`src/hw/rtl/p2f_pkg.sv`:
```
// ---------------------------------------------------------------------------
// p2f_pkg - shared types and constants for the PCM to float32 converter
// Holds format codes, register indexes and the inter-stage structs.
// ---------------------------------------------------------------------------
package p2f_pkg;

    // format tags
    localparam logic [1:0] FMT_PCM   = 2'd0;
    localparam logic [1:0] FMT_FLOAT = 2'd1;

    // register indexes
    localparam logic [1:0] REG_FORMAT = 2'd0;
    localparam logic [1:0] REG_BITS   = 2'd1;
    localparam logic [1:0] REG_ALIGN  = 2'd2;

    // conversion modes decided in stage one
    localparam logic [1:0] MODE_ZERO = 2'd0;  // +0.0 result
    localparam logic [1:0] MODE_PASS = 2'd1;  // float pass-through
    localparam logic [1:0] MODE_CONV = 2'd2;  // integer conversion

    // stage 1 -> stage 2
    typedef struct packed {
        logic [1:0]  mode;
        logic        bad;
        logic        last;
        logic        neg;
        logic [31:0] mag;   // magnitude, or raw bits in pass mode
        logic [4:0]  k;     // scale exponent
    } t_s1;

    // stage 2 -> stage 3
    typedef struct packed {
        logic [1:0]  mode;
        logic        bad;
        logic        last;
        logic        neg;
        logic [31:0] mag;   // normalised so the leading one sits at bit 31
        logic [4:0]  p;     // position of the leading one
        logic [4:0]  k;
    } t_s2;

endpackage

```
`src/hw/rtl/p2f_decode.sv`:
```
// ---------------------------------------------------------------------------
// p2f_decode - format decode and sign/magnitude extraction
// Chooses the conversion mode and forms the magnitude of the sample.
// ---------------------------------------------------------------------------
module p2f_decode import p2f_pkg::*; (
    input  logic [1:0]  i_format,
    input  logic [5:0]  i_bits,
    input  logic [7:0]  i_align,
    input  logic [31:0] i_raw,
    input  logic        i_silent,
    input  logic        i_last,
    output t_s1         o_s1
);
    logic [31:0] v;

    always_comb begin
        o_s1      = '0;
        o_s1.last = i_last;
        v         = '0;
        if (i_silent) begin
            o_s1.mode = MODE_ZERO;
        end else if (i_format == FMT_FLOAT && i_bits == 6'd32) begin
            o_s1.mode = MODE_PASS;
            o_s1.mag  = i_raw;
        end else if (i_format != FMT_PCM) begin
            o_s1.bad = 1'b1;
        end else if (i_bits < 6'd8 || i_align == 8'd0) begin
            o_s1.bad = 1'b1;
        end else begin
            case (i_bits)
                6'd8: begin
                    v = {24'd0, i_raw[7:0]} - 32'd128;
                    o_s1.k = 5'd7;
                    o_s1.mode = MODE_CONV;
                end
                6'd16: begin
                    v = {{16{i_raw[15]}}, i_raw[15:0]};
                    o_s1.k = 5'd15;
                    o_s1.mode = MODE_CONV;
                end
                6'd24: begin
                    v = {{8{i_raw[23]}}, i_raw[23:0]};
                    o_s1.k = 5'd23;
                    o_s1.mode = MODE_CONV;
                end
                6'd32: begin
                    v = i_raw;
                    o_s1.k = 5'd31;
                    o_s1.mode = MODE_CONV;
                end
                default: o_s1.mode = MODE_ZERO;
            endcase
            o_s1.neg = v[31];
            o_s1.mag = v[31] ? (32'd0 - v) : v;
        end
    end
endmodule

```
`src/hw/rtl/p2f_normalise.sv`:
```
// ---------------------------------------------------------------------------
// p2f_normalise - leading-one search and left alignment
// Finds the top set bit of the magnitude and shifts it to bit 31.
// ---------------------------------------------------------------------------
module p2f_normalise import p2f_pkg::*; (
    input  t_s1 i_s1,
    output t_s2 o_s2
);
    logic [4:0] lz;

    // leading-zero count by priority scan
    always_comb begin
        lz = 5'd0;
        for (int i = 0; i < 32; i++) begin
            if (i_s1.mag[i]) lz = 5'(31 - i);
        end
    end

    always_comb begin
        o_s2.mode = i_s1.mode;
        o_s2.bad  = i_s1.bad;
        o_s2.last = i_s1.last;
        o_s2.neg  = i_s1.neg;
        o_s2.k    = i_s1.k;
        o_s2.p    = 5'd31 - lz;
        o_s2.mag  = (i_s1.mode == MODE_CONV) ? (i_s1.mag << lz) : i_s1.mag;
        // zero magnitude converts to +0.0
        if (i_s1.mode == MODE_CONV && i_s1.mag == 32'd0) begin
            o_s2.mode = MODE_ZERO;
        end
    end
endmodule

```
`src/hw/rtl/p2f_round.sv`:
```
// ---------------------------------------------------------------------------
// p2f_round - mantissa rounding and float assembly
// Rounds the aligned magnitude to 24 bits, nearest-even, and packs.
// ---------------------------------------------------------------------------
module p2f_round import p2f_pkg::*; (
    input  t_s2         i_s2,
    output logic [31:0] o_float,
    output logic        o_bad,
    output logic        o_last
);
    logic        rnd;
    logic [24:0] keep;
    logic [7:0]  expo;

    always_comb begin
        // guard at bit 7, sticky below, lsb at bit 8
        rnd  = i_s2.mag[7] && ((i_s2.mag[6:0] != 7'd0) || i_s2.mag[8]);
        keep = {1'b0, i_s2.mag[31:8]} + {24'd0, rnd};
        expo = 8'd127 + {3'd0, i_s2.p} - {3'd0, i_s2.k} + {7'd0, keep[24]};
        o_bad  = i_s2.bad;
        o_last = i_s2.last;
        case (i_s2.mode)
            MODE_PASS: o_float = i_s2.mag;
            MODE_CONV: o_float = {i_s2.neg, expo,
                                  keep[24] ? keep[23:1] : keep[22:0]};
            default:   o_float = 32'd0;
        endcase
    end
endmodule

```
`src/hw/rtl/pcm_to_float32_converter.sv`:
```
// ---------------------------------------------------------------------------
// pcm_to_float32_converter - PCM sample to IEEE single precision
// Three-stage pipeline: decode, normalise, round and pack.
// ---------------------------------------------------------------------------
// Accepts one sample per cycle while the output is not stalled; the three
// register stages are decode, leading-one alignment and rounding. A
// stalled output holds the pipeline; registers should be written only
// while the pipeline is empty.
module pcm_to_float32_converter import p2f_pkg::*; (
    input  logic        i_clk,
    input  logic        i_rst_n,
    input  logic        i_cfg_valid,
    output logic        o_cfg_ready,
    input  logic [1:0]  i_cfg_index,
    input  logic [7:0]  i_cfg_data,
    input  logic        i_valid,
    output logic        o_ready,
    input  logic [31:0] i_sample_raw,
    input  logic        i_silent,
    input  logic        i_last_in,
    output logic        o_valid,
    input  logic        i_ready,
    output logic [31:0] o_float_bits,
    output logic        o_unsupported,
    output logic        o_last_out
);
    logic [1:0]  r_format;
    logic [5:0]  r_bits;
    logic [7:0]  r_align;
    logic        r_v1, r_v2, r_v3;
    t_s1         n_s1, r_s1;
    t_s2         n_s2, r_s2;
    logic [31:0] n_float;
    logic        n_bad, n_last;
    logic        adv3, adv2, adv1;

    assign o_cfg_ready = 1'b1;

    // configuration registers
    always_ff @(posedge i_clk) begin
        if (!i_rst_n) begin
            r_format <= FMT_PCM;
            r_bits   <= 6'd16;
            r_align  <= 8'd2;
        end else if (i_cfg_valid) begin
            case (i_cfg_index)
                REG_FORMAT: r_format <= i_cfg_data[1:0];
                REG_BITS:   r_bits   <= i_cfg_data[5:0];
                REG_ALIGN:  r_align  <= i_cfg_data;
                default:    ;
            endcase
        end
    end

    // stall control: a stage moves when the one ahead is free or moving
    assign adv3    = !r_v3 || i_ready;
    assign adv2    = !r_v2 || adv3;
    assign adv1    = !r_v1 || adv2;
    assign o_ready = adv1;

    p2f_decode u_dec (
        .i_format(r_format), .i_bits(r_bits), .i_align(r_align),
        .i_raw(i_sample_raw), .i_silent(i_silent), .i_last(i_last_in),
        .o_s1(n_s1)
    );
    p2f_normalise u_norm (.i_s1(r_s1), .o_s2(n_s2));
    p2f_round u_rnd (
        .i_s2(r_s2), .o_float(n_float), .o_bad(n_bad), .o_last(n_last)
    );

    // valid bits
    always_ff @(posedge i_clk) begin
        if (!i_rst_n) begin
            r_v1 <= 1'b0;
            r_v2 <= 1'b0;
            r_v3 <= 1'b0;
        end else begin
            if (adv1) r_v1 <= i_valid;
            if (adv2) r_v2 <= r_v1;
            if (adv3) r_v3 <= r_v2;
        end
    end

    // payload stages
    always_ff @(posedge i_clk) begin
        if (adv1) r_s1 <= n_s1;
        if (adv2) r_s2 <= n_s2;
        if (adv3) begin
            o_float_bits  <= n_float;
            o_unsupported <= n_bad;
            o_last_out    <= n_last;
        end
    end

    assign o_valid = r_v3;

`ifndef NO_ASSERTIONS
    // a stalled result keeps its data
    a_hold: assert property (@(posedge i_clk) disable iff (!i_rst_n)
        o_valid && !i_ready |=> o_valid && $stable(o_float_bits))
        else $error("result changed under stall");
    // unsupported results carry +0.0
    a_bad_zero: assert property (@(posedge i_clk) disable iff (!i_rst_n)
        o_valid && o_unsupported |-> o_float_bits == 32'd0)
        else $error("unsupported result not zero");
    // an accepted item reaches stage one
    a_fill: assert property (@(posedge i_clk) disable iff (!i_rst_n)
        i_valid && o_ready |=> r_v1)
        else $error("accepted item lost");
`endif

endmodule

```
`config.mk`:
```
export PLATFORM = sky130hd
export DESIGN_NAME = pcm_to_float32_converter
export DESIGN_NICKNAME = d
export VERILOG_FILES = /design/src/hw/rtl/p2f_pkg.sv /design/src/hw/rtl/p2f_decode.sv /design/src/hw/rtl/p2f_normalise.sv /design/src/hw/rtl/p2f_round.sv /design/src/hw/rtl/pcm_to_float32_converter.sv
export SDC_FILE = /design/constraint.sdc
export NUM_CORES = 1
export LEC_CHECK = 0
export BUFFER_PORTS_ARGS = -buffer_cell sky130_fd_sc_hd__buf_2
export CAP_MARGIN = 20
export CORE_ASPECT_RATIO = 1.25
export CORE_MARGIN = 2
export CORE_UTILIZATION = 45
export DETAILED_ROUTE_END_ITERATION = 8
export PLACE_DENSITY_LB_ADDON = 0.1
export SLEW_MARGIN = 20
export SYNTH_ARGS = -nofsm -noshare
export SYNTH_HDL_FRONTEND = slang
export SYNTH_HIERARCHICAL = 1
export SYNTH_SLANG_ARGS = --single-unit
```
`constraint.sdc`:
```
create_clock -name i_clk -period 6.43 [get_ports i_clk]
set_input_delay 0.3215 -clock i_clk [delete_from_list [all_inputs] [get_ports i_clk]]
set_output_delay 0.3215 -clock i_clk [all_outputs]
set_load 0.005 [all_outputs]
```
# Yosys cells after proc, flatten, opt, wreduce, memory -nomap -nowiden

Index checks and enable logic that the tools add are counted.

Input port bits: 49
Register bits after elaboration: 142

Reductions and logical operators: 22
Eq/ne operators: 10
Magnitude comparators: 1
Add/subtract/negate cells: 7
Shift operators: 1
Multiplexer cells: 51

Operators with widths:

| cell                                                | count |
|---|---|
| two-way mux 32 bit                                  | 7 |
| two-way mux 5 bit                                   | 32 |
| case mux 32 bit (4 select lines)                    | 1 |
| two-way mux 37 bit                                  | 2 |
| case mux 32 bit (2 select lines)                    | 1 |
| zero test 32 bit                                    | 1 |
| << shifter 32 x 5 -> 32 bit                         | 1 |
| subtractor 1 x 32 -> 32 bit (first input constant)  | 1 |
| adder 24 x 1 -> 25 bit                              | 1 |
| two-way mux 23 bit                                  | 1 |
| case mux 5 bit (4 select lines)                     | 1 |
| == test 6 x 5 -> 1 bit (second input constant)      | 2 |
| subtractor 8 x 8 -> 9 bit (second input constant)   | 1 |
| adder 7 x 5 -> 8 bit (first input constant)         | 1 |
| adder 8 x 1 -> 8 bit                                | 1 |
| zero test 8 bit                                     | 1 |
| OR reduction 4 bit                                  | 2 |
| subtractor 8 x 5 -> 8 bit                           | 1 |
| nonzero test 7 bit                                  | 1 |
| == test 2 x 1 -> 1 bit (second input constant)      | 3 |
| == test 2 bit (second input constant)               | 3 |
| == test 6 x 4 -> 1 bit (second input constant)      | 1 |
| == test 6 bit (second input constant)               | 1 |
| < comparator 6 x 4 -> 1 bit (second input constant) | 1 |
| other kinds (10)                                    | 24 |

# Logic depth before layout (Yosys ltp)

Gate-level depths: netlist (run 1).

Depth in word-level cells: 34
Gate-level depth with buffers: 15

# Hierarchy

The synthesis (run 1) kept the hierarchy.

By module, submodules not included:

| module                   | times used | cells an instance | area an instance (µm²) |
|---|---|---|---|
| pcm_to_float32_converter | 1          | 203               | 4473.0 |
| p2f_normalise            | 1          | 341               | 2324.7 |
| p2f_decode               | 1          | 308               | 1791.7 |
| p2f_round                | 1          | 200               | 1247.4 |

# Worst setup path before layout (run 1)

Ideal clock, no wire load.

Kind: register -> register
Start point: register r_s2[17] (netlist name)
End point: register o_float_bits[27], data pin
Buffers on the path: 1
Data required time: 6.164 ns
Setup slack: 3.159 ns
Clock period less this slack: 3.271 ns
Stages on the path, launching flop included: 16
Arrival: 3.005 ns
Cells stage by stage: edfxtp_1 -> and2_1 -> ha_1 -> nand3_2 -> nor3_1 -> nand2_1 -> clkbuf_1 -> xor2_1 -> ha_1 -> o21bai_1 -> fa_1 -> a21o_1 -> a21oi_1 -> xnor2_1 -> a22oi_1 -> nor2_1

Longest elaborated chain between the ends: 4

RTL lines:

| element                          | line                           | RTL |
|---|---|---|
| start, declared                  | pcm_to_float32_converter.sv:32 | `t_s2 n_s2, r_s2;` |
| start signal, assigned           | pcm_to_float32_converter.sv:87 | `if (adv2) r_s2 <= n_s2;` |
| logical AND 1 bit                | p2f_round.sv:17                | `rnd = i_s2.mag[7] && ((i_s2.mag[6:0] != 7'd0) \|\| i_s2.mag[8]);` |
| adder 24 x 1 -> 25 bit           | p2f_round.sv:18                | `keep = {1'b0, i_s2.mag[31:8]} + {24'd0, rnd};` |
| adder 8 x 1 -> 8 bit             | p2f_round.sv:19                | `expo = 8'd127 + {3'd0, i_s2.p} - {3'd0, i_s2.k} + {7'd0, keep[24]};` |
| case mux 32 bit (2 select lines) | p2f_round.sv:22                | `case (i_s2.mode)` |
| named net n_float[27]            | pcm_to_float32_converter.sv:33 | `logic [31:0] n_float;` |
| end signal, assigned             | pcm_to_float32_converter.sv:89 | `o_float_bits <= n_float;` |
| end, declared                    | pcm_to_float32_converter.sv:23 | `output logic [31:0] o_float_bits,` |

The timed path passes the listed nets, and every way through them passes these cells.
A chain may end at the register's enable or synchronous reset.

==> summary.txt, run 1 <==
Die
  • Rows: 60
  • Core ar.: 21500 um2
  • Initial core utilization: 0.458
  • Die Area: 23100 um2
  • # IOs: 86
  • Overall die width: roughly 140 um
  • Chip height: 169 um

Synth
  • Count leader, synth: nand2_1
  • EDFF count, synth: around 120
  • Yosys top cell area share: 0.375
  • Main flop type after synthesis: edfxtp_1
  • Sequential share of the synthesized area: 0.414
  • Synthesized area per cell: 9.35 um2
  • Async S/R FF share, synth: 0
  • Cell variety after synth: 86
  • Post-Synthesis Cells: 1052
  • Cell Area, Synth: roughly 10000 um2
  • Cell taking the most area after synthesis: edfxtp_1
  • Post-synth net total: 1111
  • Most frequent cells after synthesis: nand2_1 (140), edfxtp_1 (123), mux2i_1 (79)
  • Top cells by area, synth: edfxtp_1 (38%), mux2i_1 (8.0%), nand2_1 (5.3%)
  • FF+latch count, synth: around 140
  • Ys Warns: 6

Critical path
  • CP max FO: 18
  • Required time of the critical path: 6.60 ns
  • RR Startpoint: r_s1[18]
  • Crit path largest cell delay: 0.82 ns
  • CP Capture Type: flip-flop
  • CP bufs+invs: 1
  • CP delay by family, top: compound AO/OA/AOI/OAI gates
  • Setup CP Type: reg -> reg
  • Type of origin of the critical path: flip-flop
  • Crit path launch: r_s1[18]
  • Cell Chain, Critical Path: or3_1 -> a211o_1 -> a21oi_1 -> o211a_1 -> inv_4 -> mux2i_1 -> o21ai_1 -> a21oi_1 -> mux2i_1 -> a221o_1
  • Crit path DAT: 4.29 ns
  • Slowest-stage cell, CP: o211a_1

Placement
  • Post-DP HPWL: 21.8 mm
  • Placed Cells: 1353
  • IO Port Bufs: 84
  • Global placer's final weighted congestion: 0.994

Detailed routing
  • Remaining antenna violation count: 0
  • Via density: 6.21
  • WL/cell: 20.8 um
  • Initial DRC Count: 558
  • Via count: 8594
  • Drt drc: 0
  • Count of TritonRoute iterations in the first routing pass: 6
  • Total wire length: 28.8 mm

Global route
  • Number of global-route vias before repair: ~8200
  • Initial antenna violation count: 0
  • Met1 Use GR: 0.285
  • M2 GR Usage: 0.446
  • GR Util All Layers: 0.253
  • Pin count of the biggest net entering global routing: 48
  • GRT overflow: 0
  • Global-route wire length before repair: ~45 mm
  • Met3 Use GR: 0.0367
  • Most crowded layer after global routing: met2

Timing
  • Skew final: 0.0132 ns
  • Hold slack: 0.0779 ns
  • Fin. Hold Viols: 0
  • Setup TNS: 0 ns
  • Slew Limit Fails: 0
  • Fmax achieved: approximately 240 MHz
  • Setup violations, final: 0
  • Worst slew pin tran: roughly 1.1 ns
  • Period utilisation layout: 0.641
  • Final min period: 4.12 ns
  • RSZ-0062 raised after global routing: false
  • Slew HR: 0.275

Cells and area
  • P&R area growth vs syn: 10.3%
  • Fin cells: about 1400
  • Antenna Diode Count: 0
  • Share of cells above drive strength 1: 0.142
  • Final #Nets: 1152

Outcome
  • Status: complete, no violations

Pwr
  • Leak Pwr: around 4.4 nW
  • Switching share of power: 0.383
  • Seq pwr share: 0.378
  • Clock power frac: 0.267
  • NetSw: approximately 0.0013 W
  • Comb pwr share: 0.355
  • VDD IR max: 0.000194 V
  • Pwr dens: between 300 and 400 nW/um2
  • Internal power: around 0.0021 W

Clock network
  • Worst-path clk slew: 0.06 ns
  • CTS tree: built
  • Post-cts resize count: 0
  • Clock Sink Count: 142
  • Root Buffer: clkbuf_16
  • Max H-tree Level: 4
  • Worst skew pair latency: 0.42 ns
  • Post-CTS Hold Fix Bufs: 0
  • Max clock buf depth: 2
  • CTS Buf Count: 17
  • Setup bufs post-CTS: 0

Min path
  • Min-delay src: i_last_in
  • Min-Delay Path Class: in -> reg

Job
  • Maxcap violations: 0
stage by stage:
stage               power (W)  setup WS [ns]  utilization  area, um2
floorplan             0.00213           3.16            -       9840
global placement      0.00251           2.45        0.480      10300
detailed placement    0.00250           2.47        0.480      10300
CTS                   0.00342           2.46        0.505      10800
global route          0.00358           2.22        0.505      10800
finish                0.00343           2.31        0.505      10800
state kept, by name, summed over array words and instances, names as in the netlist:
name           cells
r_s2              47
r_s1              42
o_float_bits      32
r_align            8
r_bits             6
r_format           2
o_last_out         1
o_unsupported      1
o_valid            1
r_v1               1
r_v2               1
final cells by class:
cell class	instances	area [um2]
tap	279	349
timing repair buffer	97	518
clock inverter	13	100
sequential	142	4070
multi-input combinational	798	5210
clock buffer	19	453
inverter	37	143
fill	2070	10600
worst paths after layout:
check / to / slack (ns) / depth (start not counted)
hold reg to reg: o_last_out / 0.42 / 0
setup / recovery: r_s2[38] / 2.31 / 10
setup reg to reg: r_s2[38] / 2.31 / 10
hold / removal: r_s1[38] / 0.08 / 1
logic make-up after synthesis:
kind of cell	synth area share
AO/OA/AOI/OAI	0.199
XOR/XNOR	0.0231
adder cells (fa/ha/maj)	0.0135
buffers and inverters	0.0560
flip-flops	0.414
multiplexers	0.0964
other	0.000381
AND/OR/NAND/NOR	0.198
cells in the final DEF (no fill, tap or decap), types with 16 or more instances in the layout:
cell type / n
o21ai_0: 42
clkbuf_16: 17
mux2i_1: 79
o211ai_1: 16
nor3_1: 24
dfxtp_1: 19
nor2_1: 75
nor4_1: 25
buf_2: 84
edfxtp_1: 123
xnor2_1: 16
nand3_1: 42
nand2_1: 140
o21ai_1: 18
a21oi_1: 45
inv_1: 31
routing by layer:
| metal | part of all wire | up-vias | wire [um] |
|---|---|---|---|
| met5 | 0 | - | 0 |
| met4 | 0.061 | 0 | 1770 |
| met3 | 0.048 | 101 | 1400 |
| met2 | 0.51 | 375 | 14600 |
| met1 | 0.38 | 4042 | 11000 |
| li1 | - | 4076 | - |
power groups by stage:
stage	sequential [W]	clock (W)	combinational, W
3_5_place_dp	0.00131	0	0.00118
3_3_place_gp	0.00131	0	0.00120
6_report	0.00129	0.000915	0.00122
4_1_cts	0.00129	0.000936	0.00119
5_1_grt	0.00131	0.000974	0.00130
2_1_floorplan	0.00123	0	0.000904
Power figures use the tool's default switching activity.
==> run 2: changes to the inputs <==
--- a/config.mk
+++ b/config.mk
@@ -5,6 +5,7 @@
 export SDC_FILE = /design/constraint.sdc
 export NUM_CORES = 1
 export LEC_CHECK = 0
+export ABC_AREA = 1
 export BUFFER_PORTS_ARGS = -buffer_cell sky130_fd_sc_hd__buf_2
 export CAP_MARGIN = 20
 export CORE_ASPECT_RATIO = 1.25
==> constraint.sdc (replaced) <==
create_clock -name i_clk -period 3.3 [get_ports i_clk]
set_input_delay 0.165 -clock i_clk [delete_from_list [all_inputs] [get_ports i_clk]]
set_output_delay 0.165 -clock i_clk [all_outputs]
set_load 0.005 [all_outputs]
==> summary.txt, run 2 <==
Clock network
  • CTS tree: built
  • Max H-tree Level: 4 (unchanged)
  • Worst skew pair latency: 0.43 ns (about the same)
  • Worst-path clk slew: 0.06 ns (about the same)
  • CTS Buf Count: 17 (unchanged)
  • Max clock buf depth: 2 (unchanged)
  • Clock Sink Count: 142 (unchanged)
  • Root Buffer: clkbuf_16

Synth
  • Yosys top cell area share: 0.352 (-0.0239)
  • Ys Warns: 6 (unchanged)
  • Largest family of logic cells by synthesized area: simple AND/OR/NAND/NOR gates
  • Proportion of synthesized area in mux cells: 0 (-0.0964)
  • Simple-gate share of the synthesized area: 0.406 (+0.208)
  • Synthesized area per cell: 7.18 um2 (-23%)
  • Post-synthesis xor/xnor area fraction: 0.0125 (-0.0106)
  • EDFF count, synth: 123 (unchanged)
  • Cell taking the most area after synthesis: edfxtp_1
  • Cell Area, Synth: 10500 um2 (+6.8%)
  • Post-Synthesis Cells: 1463 (+39%)
  • Top cells by area, synth: edfxtp_1 (35%), nand3_1 (14%), nand2_1 (14%)
  • Most frequent cells after synthesis: nand2_1 (389), nand3_1 (301), inv_1 (136)
  • Post-synth net total: 1522 (+37%)
  • FF+latch count, synth: 142 (unchanged)
  • Compound-cell area share of the yosys netlist: 0.0806 (-0.118)
  • Count leader, synth: nand2_1
  • Async S/R FF share, synth: 0 (unchanged)
  • Sequential share of the synthesized area: 0.388 (-0.0264)
  • Main flop type after synthesis: edfxtp_1
  • Post-synthesis adder-cell area fraction: 0.0126 (-0.000859)
  • Cell variety after synth: 57 (-34%)

Die
  • Chip height: 175 um (+3.3%)
  • # IOs: 86 (unchanged)
  • Die Area: 24600 um2 (+6.6%)
  • Initial core utilization: 0.458 (-0.000606)
  • Core ar.: 23000 um2 (+6.9%)
  • Overall die width: 141 um (+3.2%)
  • Rows: 62 (+3.3%)

Timing
  • Setup TNS: 0 ns (unchanged)
  • Worst slew pin tran: 1.04 ns (-0.0382 ns)
  • Fin. Hold Viols: 0 (unchanged)
  • Final min period: 3.14 ns (-0.978 ns)
  • Slew Limit Fails: 0 (unchanged)
  • Setup violations, final: 0 (unchanged)
  • Fmax achieved: 318 MHz (+31%)
  • Skew final: 0.0102 ns (-0.00295 ns)
  • RSZ-0062 raised after global routing: true
  • Period utilisation layout: 0.953 (+0.312)
  • Slew HR: 0.306 (+0.0303)

Pwr
  • Leak Pwr: 5.62 nW (+27%)
  • Pwr dens: 673 nW/um2 (+110%)
  • VDD IR max: 0.000417 V (+110%)
  • Pwr Total: 0.00820 W (+140%)

Detailed routing
  • Remaining antenna violation count: 0 (unchanged)
  • Count of TritonRoute iterations in the first routing pass: 5 (-1)
  • Initial DRC Count: 589 (+5.6%)
  • WL/cell: 16.9 um (-19%)
  • Via density: 5.53 (-11%)
  • Drt drc: 0 (unchanged)
  • Total wire length: 31.3 mm (+8.6%)
  • Via count: 10248 (+19%)

Critical path
  • Required time of the critical path: 3.48 ns (-3.12 ns)
  • Setup CP Type: reg -> reg
  • Type of origin of the critical path: flip-flop
  • CP Capture Type: flip-flop
  • CP max FO: 18 (unchanged)
  • Crit path DAT: 3.32 ns (-0.97 ns)
  • CP bufs+invs: 3 (+2)
  • CP delay by family, top: simple AND/OR/NAND/NOR gates
  • Crit path largest cell delay: 0.42 ns (-0.40 ns)
  • CP dominant cell by count: nand2_1
  • Slowest-stage cell, CP: edfxtp_1

Cells and area
  • P&R area growth vs syn: 15.9%
  • Commonest non-fill, non-tap cell in the layout: nand2_1
  • Filler cells: 2301 (+11%)
  • Final #Nets: 1611 (+40%)
  • Antenna Diode Count: 0 (unchanged)
  • Largest reg by FF count: r_s2
  • Most frequent cells in the layout: nand2_1 (389), nand3_1 (272), inv_1 (136)
  • Top Registers: r_s2: 47 flops, r_s1: 42 flops, o_float_bits: 32 flops
  • Max reg flops: 47 (unchanged)
  • Share of cells above drive strength 1: 0.178 (+0.0363)
  • Post-layout util: 0.531 (+0.0252)

Outcome
  • Status: complete, no violations

Global route
  • Initial antenna violation count: 0 (unchanged)
  • GRT overflow: 0 (unchanged)
  • Global-route wire length before repair: 49.8 mm (+11%)
  • Number of global-route vias before repair: 9643 (+18%)
  • Pin count of the biggest net entering global routing: 48 (unchanged)
  • GR Util All Layers: 0.257 (+0.00366)

Placement
  • IO Port Bufs: 84 (unchanged)
  • Global placer's final weighted congestion: 0.975 (-2.0%)
  • Post-DP HPWL: 23.8 mm (+9.3%)

Min path
  • Min-Delay Path Class: in -> reg

Job
  • Maxcap violations: 0 (unchanged)
run 2: changes by cell type after synthesis, moves of 16 or more:
cell and delta:
o21ai_0 -16, nand4_1 +25, nor3_1 -18, mux2i_1 -79, nand2_1 +249, inv_1 +104
nor4_1 -18, nand3_1 +259, nor2_1 +45
run 2: path summary, 6_finish.rpt:
path | from | endpoint | slack [ns] | depth (start not counted)
worst min-delay path | i_cfg_data[0] | r_bits[0] | 0.03 | 3
worst max register to register | r_s1[6] | r_s2[38] | 0.16 | 38
worst min register to register | r_s1[4] | r_s2[4] | 0.42 | 0
worst max-delay path | r_s1[6] | r_s2[38] | 0.16 | 38
run 2: final cells by class:
type / count / area, um2 / share of cell area
timing repair buffer: 149 / 988 / 0.0811
clock buffer: 17 / 425 / 0.0349
multi-input combinational: 1091 / 5560 / 0.456
sequential: 142 / 4070 / 0.334
clock inverter: 15 / 208 / 0.0171
tap: 288 / 360 / 0.0296
inverter: 151 / 567 / 0.0465
run 2: metal layers:
metal,share of wire,vias up,global-route usage
met5,0,-,0
met3,0.051,65,0.0345
li1,-,5119,-
met2,0.51,349,0.457
met4,0.046,0,0.134
met1,0.39,4715,0.299
run 2: worst register-to-register path: cells and delay by family (launching register included):
| family | cells | cell delay, ns |
|---|---|---|
| and+or+nand+nor | 35 | 2.09 |
| buffers and inverters | 3 | 0.40 |
| DFF | 1 | 0.42 |
run 2: power by group:
part	internal (W)	switching (W)
Clock	0.00128	0.000777
Sequential	0.00229	0.000281
Combinational	0.00123	0.00235
Total	0.00479	0.00340
run 2: through the flow:
step / instances / worst slack [ns] / area, um2 / hold WS (ns)
after floorplan: 1463 / 0.346 / 10500 / 0.297
after CTS: 1848 / 0.0737 / 12000 / 0.0120
after global routing: 1853 / -0.215 / 12200 / 0.0416
after global placement: 1807 / 0.147 / 11300 / 0.343
final: 1853 / 0.157 / 12200 / 0.0284
after detailed placement: 1807 / 0.0934 / 11300 / 0.357
run 2: what timing repair did:
action | 4_1_cts | 5_1_grt
endpoints found under the setup margin | 0 | 33
endpoints found under the hold margin | 12 | 0
hold buffers | 9 | 0
resized for setup | 0 | 35
buffers inserted | 0 | 5
run 2: logic make-up after synthesis:
family,count (synthesis)
fa+ha+maj,10
simple gates,919
xor+xnor,15
other cells,1
compound gates,146
flops,142
buf+inv,230
==> run 3: changes to the inputs <==
--- a/config.mk
+++ b/config.mk
@@ -5,7 +5,6 @@
 export SDC_FILE = /design/constraint.sdc
 export NUM_CORES = 1
 export LEC_CHECK = 0
-export ABC_AREA = 1
 export BUFFER_PORTS_ARGS = -buffer_cell sky130_fd_sc_hd__buf_2
 export CAP_MARGIN = 20
 export CORE_ASPECT_RATIO = 1.25
==> summary.txt, run 3 (synthesis gave the netlist of run 1 again) <==
Global route
  • Global-route wire length before repair: 46.3 mm (-7.0%)
  • Initial antenna violation count: 0 (unchanged)
  • Number of global-route vias before repair: 8619 (-11%)
  • GRT overflow: 0 (unchanged)
  • GR Util All Layers: 0.262 (+0.00515)
  • Pin count of the biggest net entering global routing: 48 (unchanged)

Detailed routing
  • Remaining antenna violation count: 0 (unchanged)
  • Drt drc: 0 (unchanged)
  • Total wire length: 29.8 mm (-4.8%)
  • Initial DRC Count: 587 (-0.34%)
  • Via density: 5.92 (+7.1%)
  • Count of TritonRoute iterations in the first routing pass: 7 (+2)
  • Via count: 8867 (-13%)
  • WL/cell: 19.9 um (+18%)

Cells and area
  • Post-route cell area: 11800 um2 (-2.8%)
  • Filler cells: 2010 (-13%)
  • P&R area growth vs syn: 20.4%
  • Max reg flops: 47 (unchanged)
  • Final #Nets: 1264 (-22%)
  • Share of cells above drive strength 1: 0.218 (+0.0401)
  • Fin cells: 1497 (-19%)
  • Post-layout util: 0.551 (+0.0209)
  • Most frequent cells in the layout: nand2_1 (140), edfxtp_1 (123), buf_4 (113)
  • Top Registers: r_s2: 47 flops, r_s1: 42 flops, o_float_bits: 32 flops
  • Commonest non-fill, non-tap cell in the layout: nand2_1
  • Largest reg by FF count: r_s2
  • Antenna Diode Count: 0 (unchanged)

Die
  • # IOs: 86 (unchanged)
  • Initial core utilization: 0.458 (+0.000606)
  • Core ar.: 21500 um2 (-6.5%)
  • Overall die width: 136 um (-3.1%)
  • Rows: 60 (-3.2%)
  • Die Area: 23100 um2 (-6.2%)
  • Chip height: 169 um (-3.2%)

Timing
  • Period utilisation layout: 0.955 (+0.00233)
  • Fmax achieved: 317 MHz (-0.24%)
  • Setup violations, final: 0 (unchanged)
  • Slew Limit Fails: 0 (unchanged)
  • Fin. Hold Viols: 0 (unchanged)
  • Skew final: 0.0174 ns (+0.00719 ns)
  • Setup TNS: 0 ns (unchanged)
  • Final min period: 3.15 ns (+0.00770 ns)
  • Worst slew pin tran: 0.968 ns (-0.0737 ns)
  • Slew HR: 0.349 (+0.0436)

Pwr
  • Seq pwr share: 0.326 (+0.013)
  • Switching share of power: 0.369 (-0.0458)
  • Comb pwr share: 0.405 (-0.031)
  • Pwr dens: 617 nW/um2 (-8.4%)
  • Clock power frac: 0.269 (+0.018)
  • Internal power: 0.00460 W (-3.9%)
  • Pwr Total: 0.00730 W (-11%)
  • Leak Pwr: 4.99 nW (-11%)
  • NetSw: 0.00270 W (-21%)
  • VDD IR max: 0.000403 V (-3.3%)

Critical path
  • CP max FO: 23 (+5)
  • Type of origin of the critical path: flip-flop
  • CP Capture Type: flip-flop
  • Cell Chain, Critical Path: nor4_2 -> o31ai_1 -> o211ai_1 -> and2_1 -> buf_12 -> mux2i_1 -> buf_4 -> nor2_1 -> a311oi_1 -> a22o_1
  • Required time of the critical path: 3.59 ns (+0.11 ns)
  • Crit path largest cell delay: 0.53 ns (+0.11 ns)
  • FF-to-FF setup slack: 0.15 ns (about the same)
  • Crit path DAT: 3.44 ns (+0.12 ns)
  • Slowest-stage cell, CP: edfxtp_1
  • Setup CP Type: reg -> reg

Placement
  • Area after DPL: 11100 um2 (-1.2%)
  • Global placer's final weighted congestion: 1.02 (+5.0%)
  • Post-DP HPWL: 23.0 mm (-3.2%)
  • Placed Cells: 1455 (-19%)
  • IO Port Bufs: 84 (unchanged)

Clock network
  • Max H-tree Level: 4 (unchanged)
  • Worst-path clk slew: 0.07 ns (about the same)
  • Max clock buf depth: 2 (unchanged)
  • CTS Buf Count: 17 (unchanged)
  • Worst skew pair latency: 0.44 ns (about the same)
  • Clock Sink Count: 142 (unchanged)
  • CTS tree: built
  • Root Buffer: clkbuf_16

Job
  • Maxcap violations: 0 (unchanged)

Min path
  • Min-Delay Path Class: in -> reg

Outcome
  • Status: complete, no violations
run 3: cell count changes in the layout (fill, tap and decap cells not counted), sizes merged, moves of 13 or more:
cell    before  now
a22oi        1   15
buf        140  201
inv        155   40
mux2i        0   79
nand2      407  140
nand2b       0   13
nand3      311   43
nand4       39   15
nor2       140   75
nor3         7   25
nor4         7   25
o21a         1   14
run 3: final cells by class:
class | instances | area (um2) | share of cell area
multi-input combinational | 798 | 5240 | 0.443
inverter | 37 | 143 | 0.0120
sequential | 142 | 4070 | 0.344
timing repair buffer | 209 | 1430 | 0.121
tap | 279 | 349 | 0.0295
clock inverter | 14 | 176 | 0.0149
clock buffer | 18 | 429 | 0.0362
run 3: power by group through the flow:
stage	registers, W	clock network, W	logic (W)
final	0.00238	0.00197	0.00296
after global routing	0.00241	0.00209	0.00314
after CTS	0.00238	0.00201	0.00287
after detailed placement	0.00242	0	0.00285
after global placement	0.00241	0	0.00286
after floorplan	0.00240	0	0.00176
run 3: what timing repair did:
action,in CTS,in global routing
hold buffers,8,0
buffers inserted,0,2
gates resized for setup,0,6
setup endpoints to repair,0,8
endpoints found under the hold margin,8,0
run 3: critical path: cells and delay by family, from the launching register on:
family / cells / cell delay, ns
compound gates: 4 / 1.13
flops: 1 / 0.53
simple gates: 3 / 0.65
mux: 1 / 0.27
buf+inv: 2 / 0.41
run 3: layer usage:
layer / up-vias / part of all wire / global-route usage
li1: 4298 / - / -
met1: 4141 / 0.38 / 0.286
met2: 317 / 0.51 / 0.468
met3: 111 / 0.039 / 0.0343
met4: 0 / 0.070 / 0.175
met5: - / 0 / 0
run 3: through the flow:
stage	hold slack [ns]	worst slack, ns
3_3_place_gp	0.342	0.0491
4_1_cts	0.00729	0.0612
6_report	0.0153	0.149
3_5_place_dp	0.345	0.0542
5_1_grt	0.0451	-0.00234
2_1_floorplan	0.289	0.0286
run 3: worst paths after layout:
path / to / startpoint / depth (start not counted)
worst max-delay path: r_s2[24] / r_s1[15] / 10
worst min-delay path: r_align[5] / i_cfg_data[5] / 3
worst max register to register: r_s2[24] / r_s1[15] / 10
worst min register to register: r_s2[1] / r_s1[1] / 0
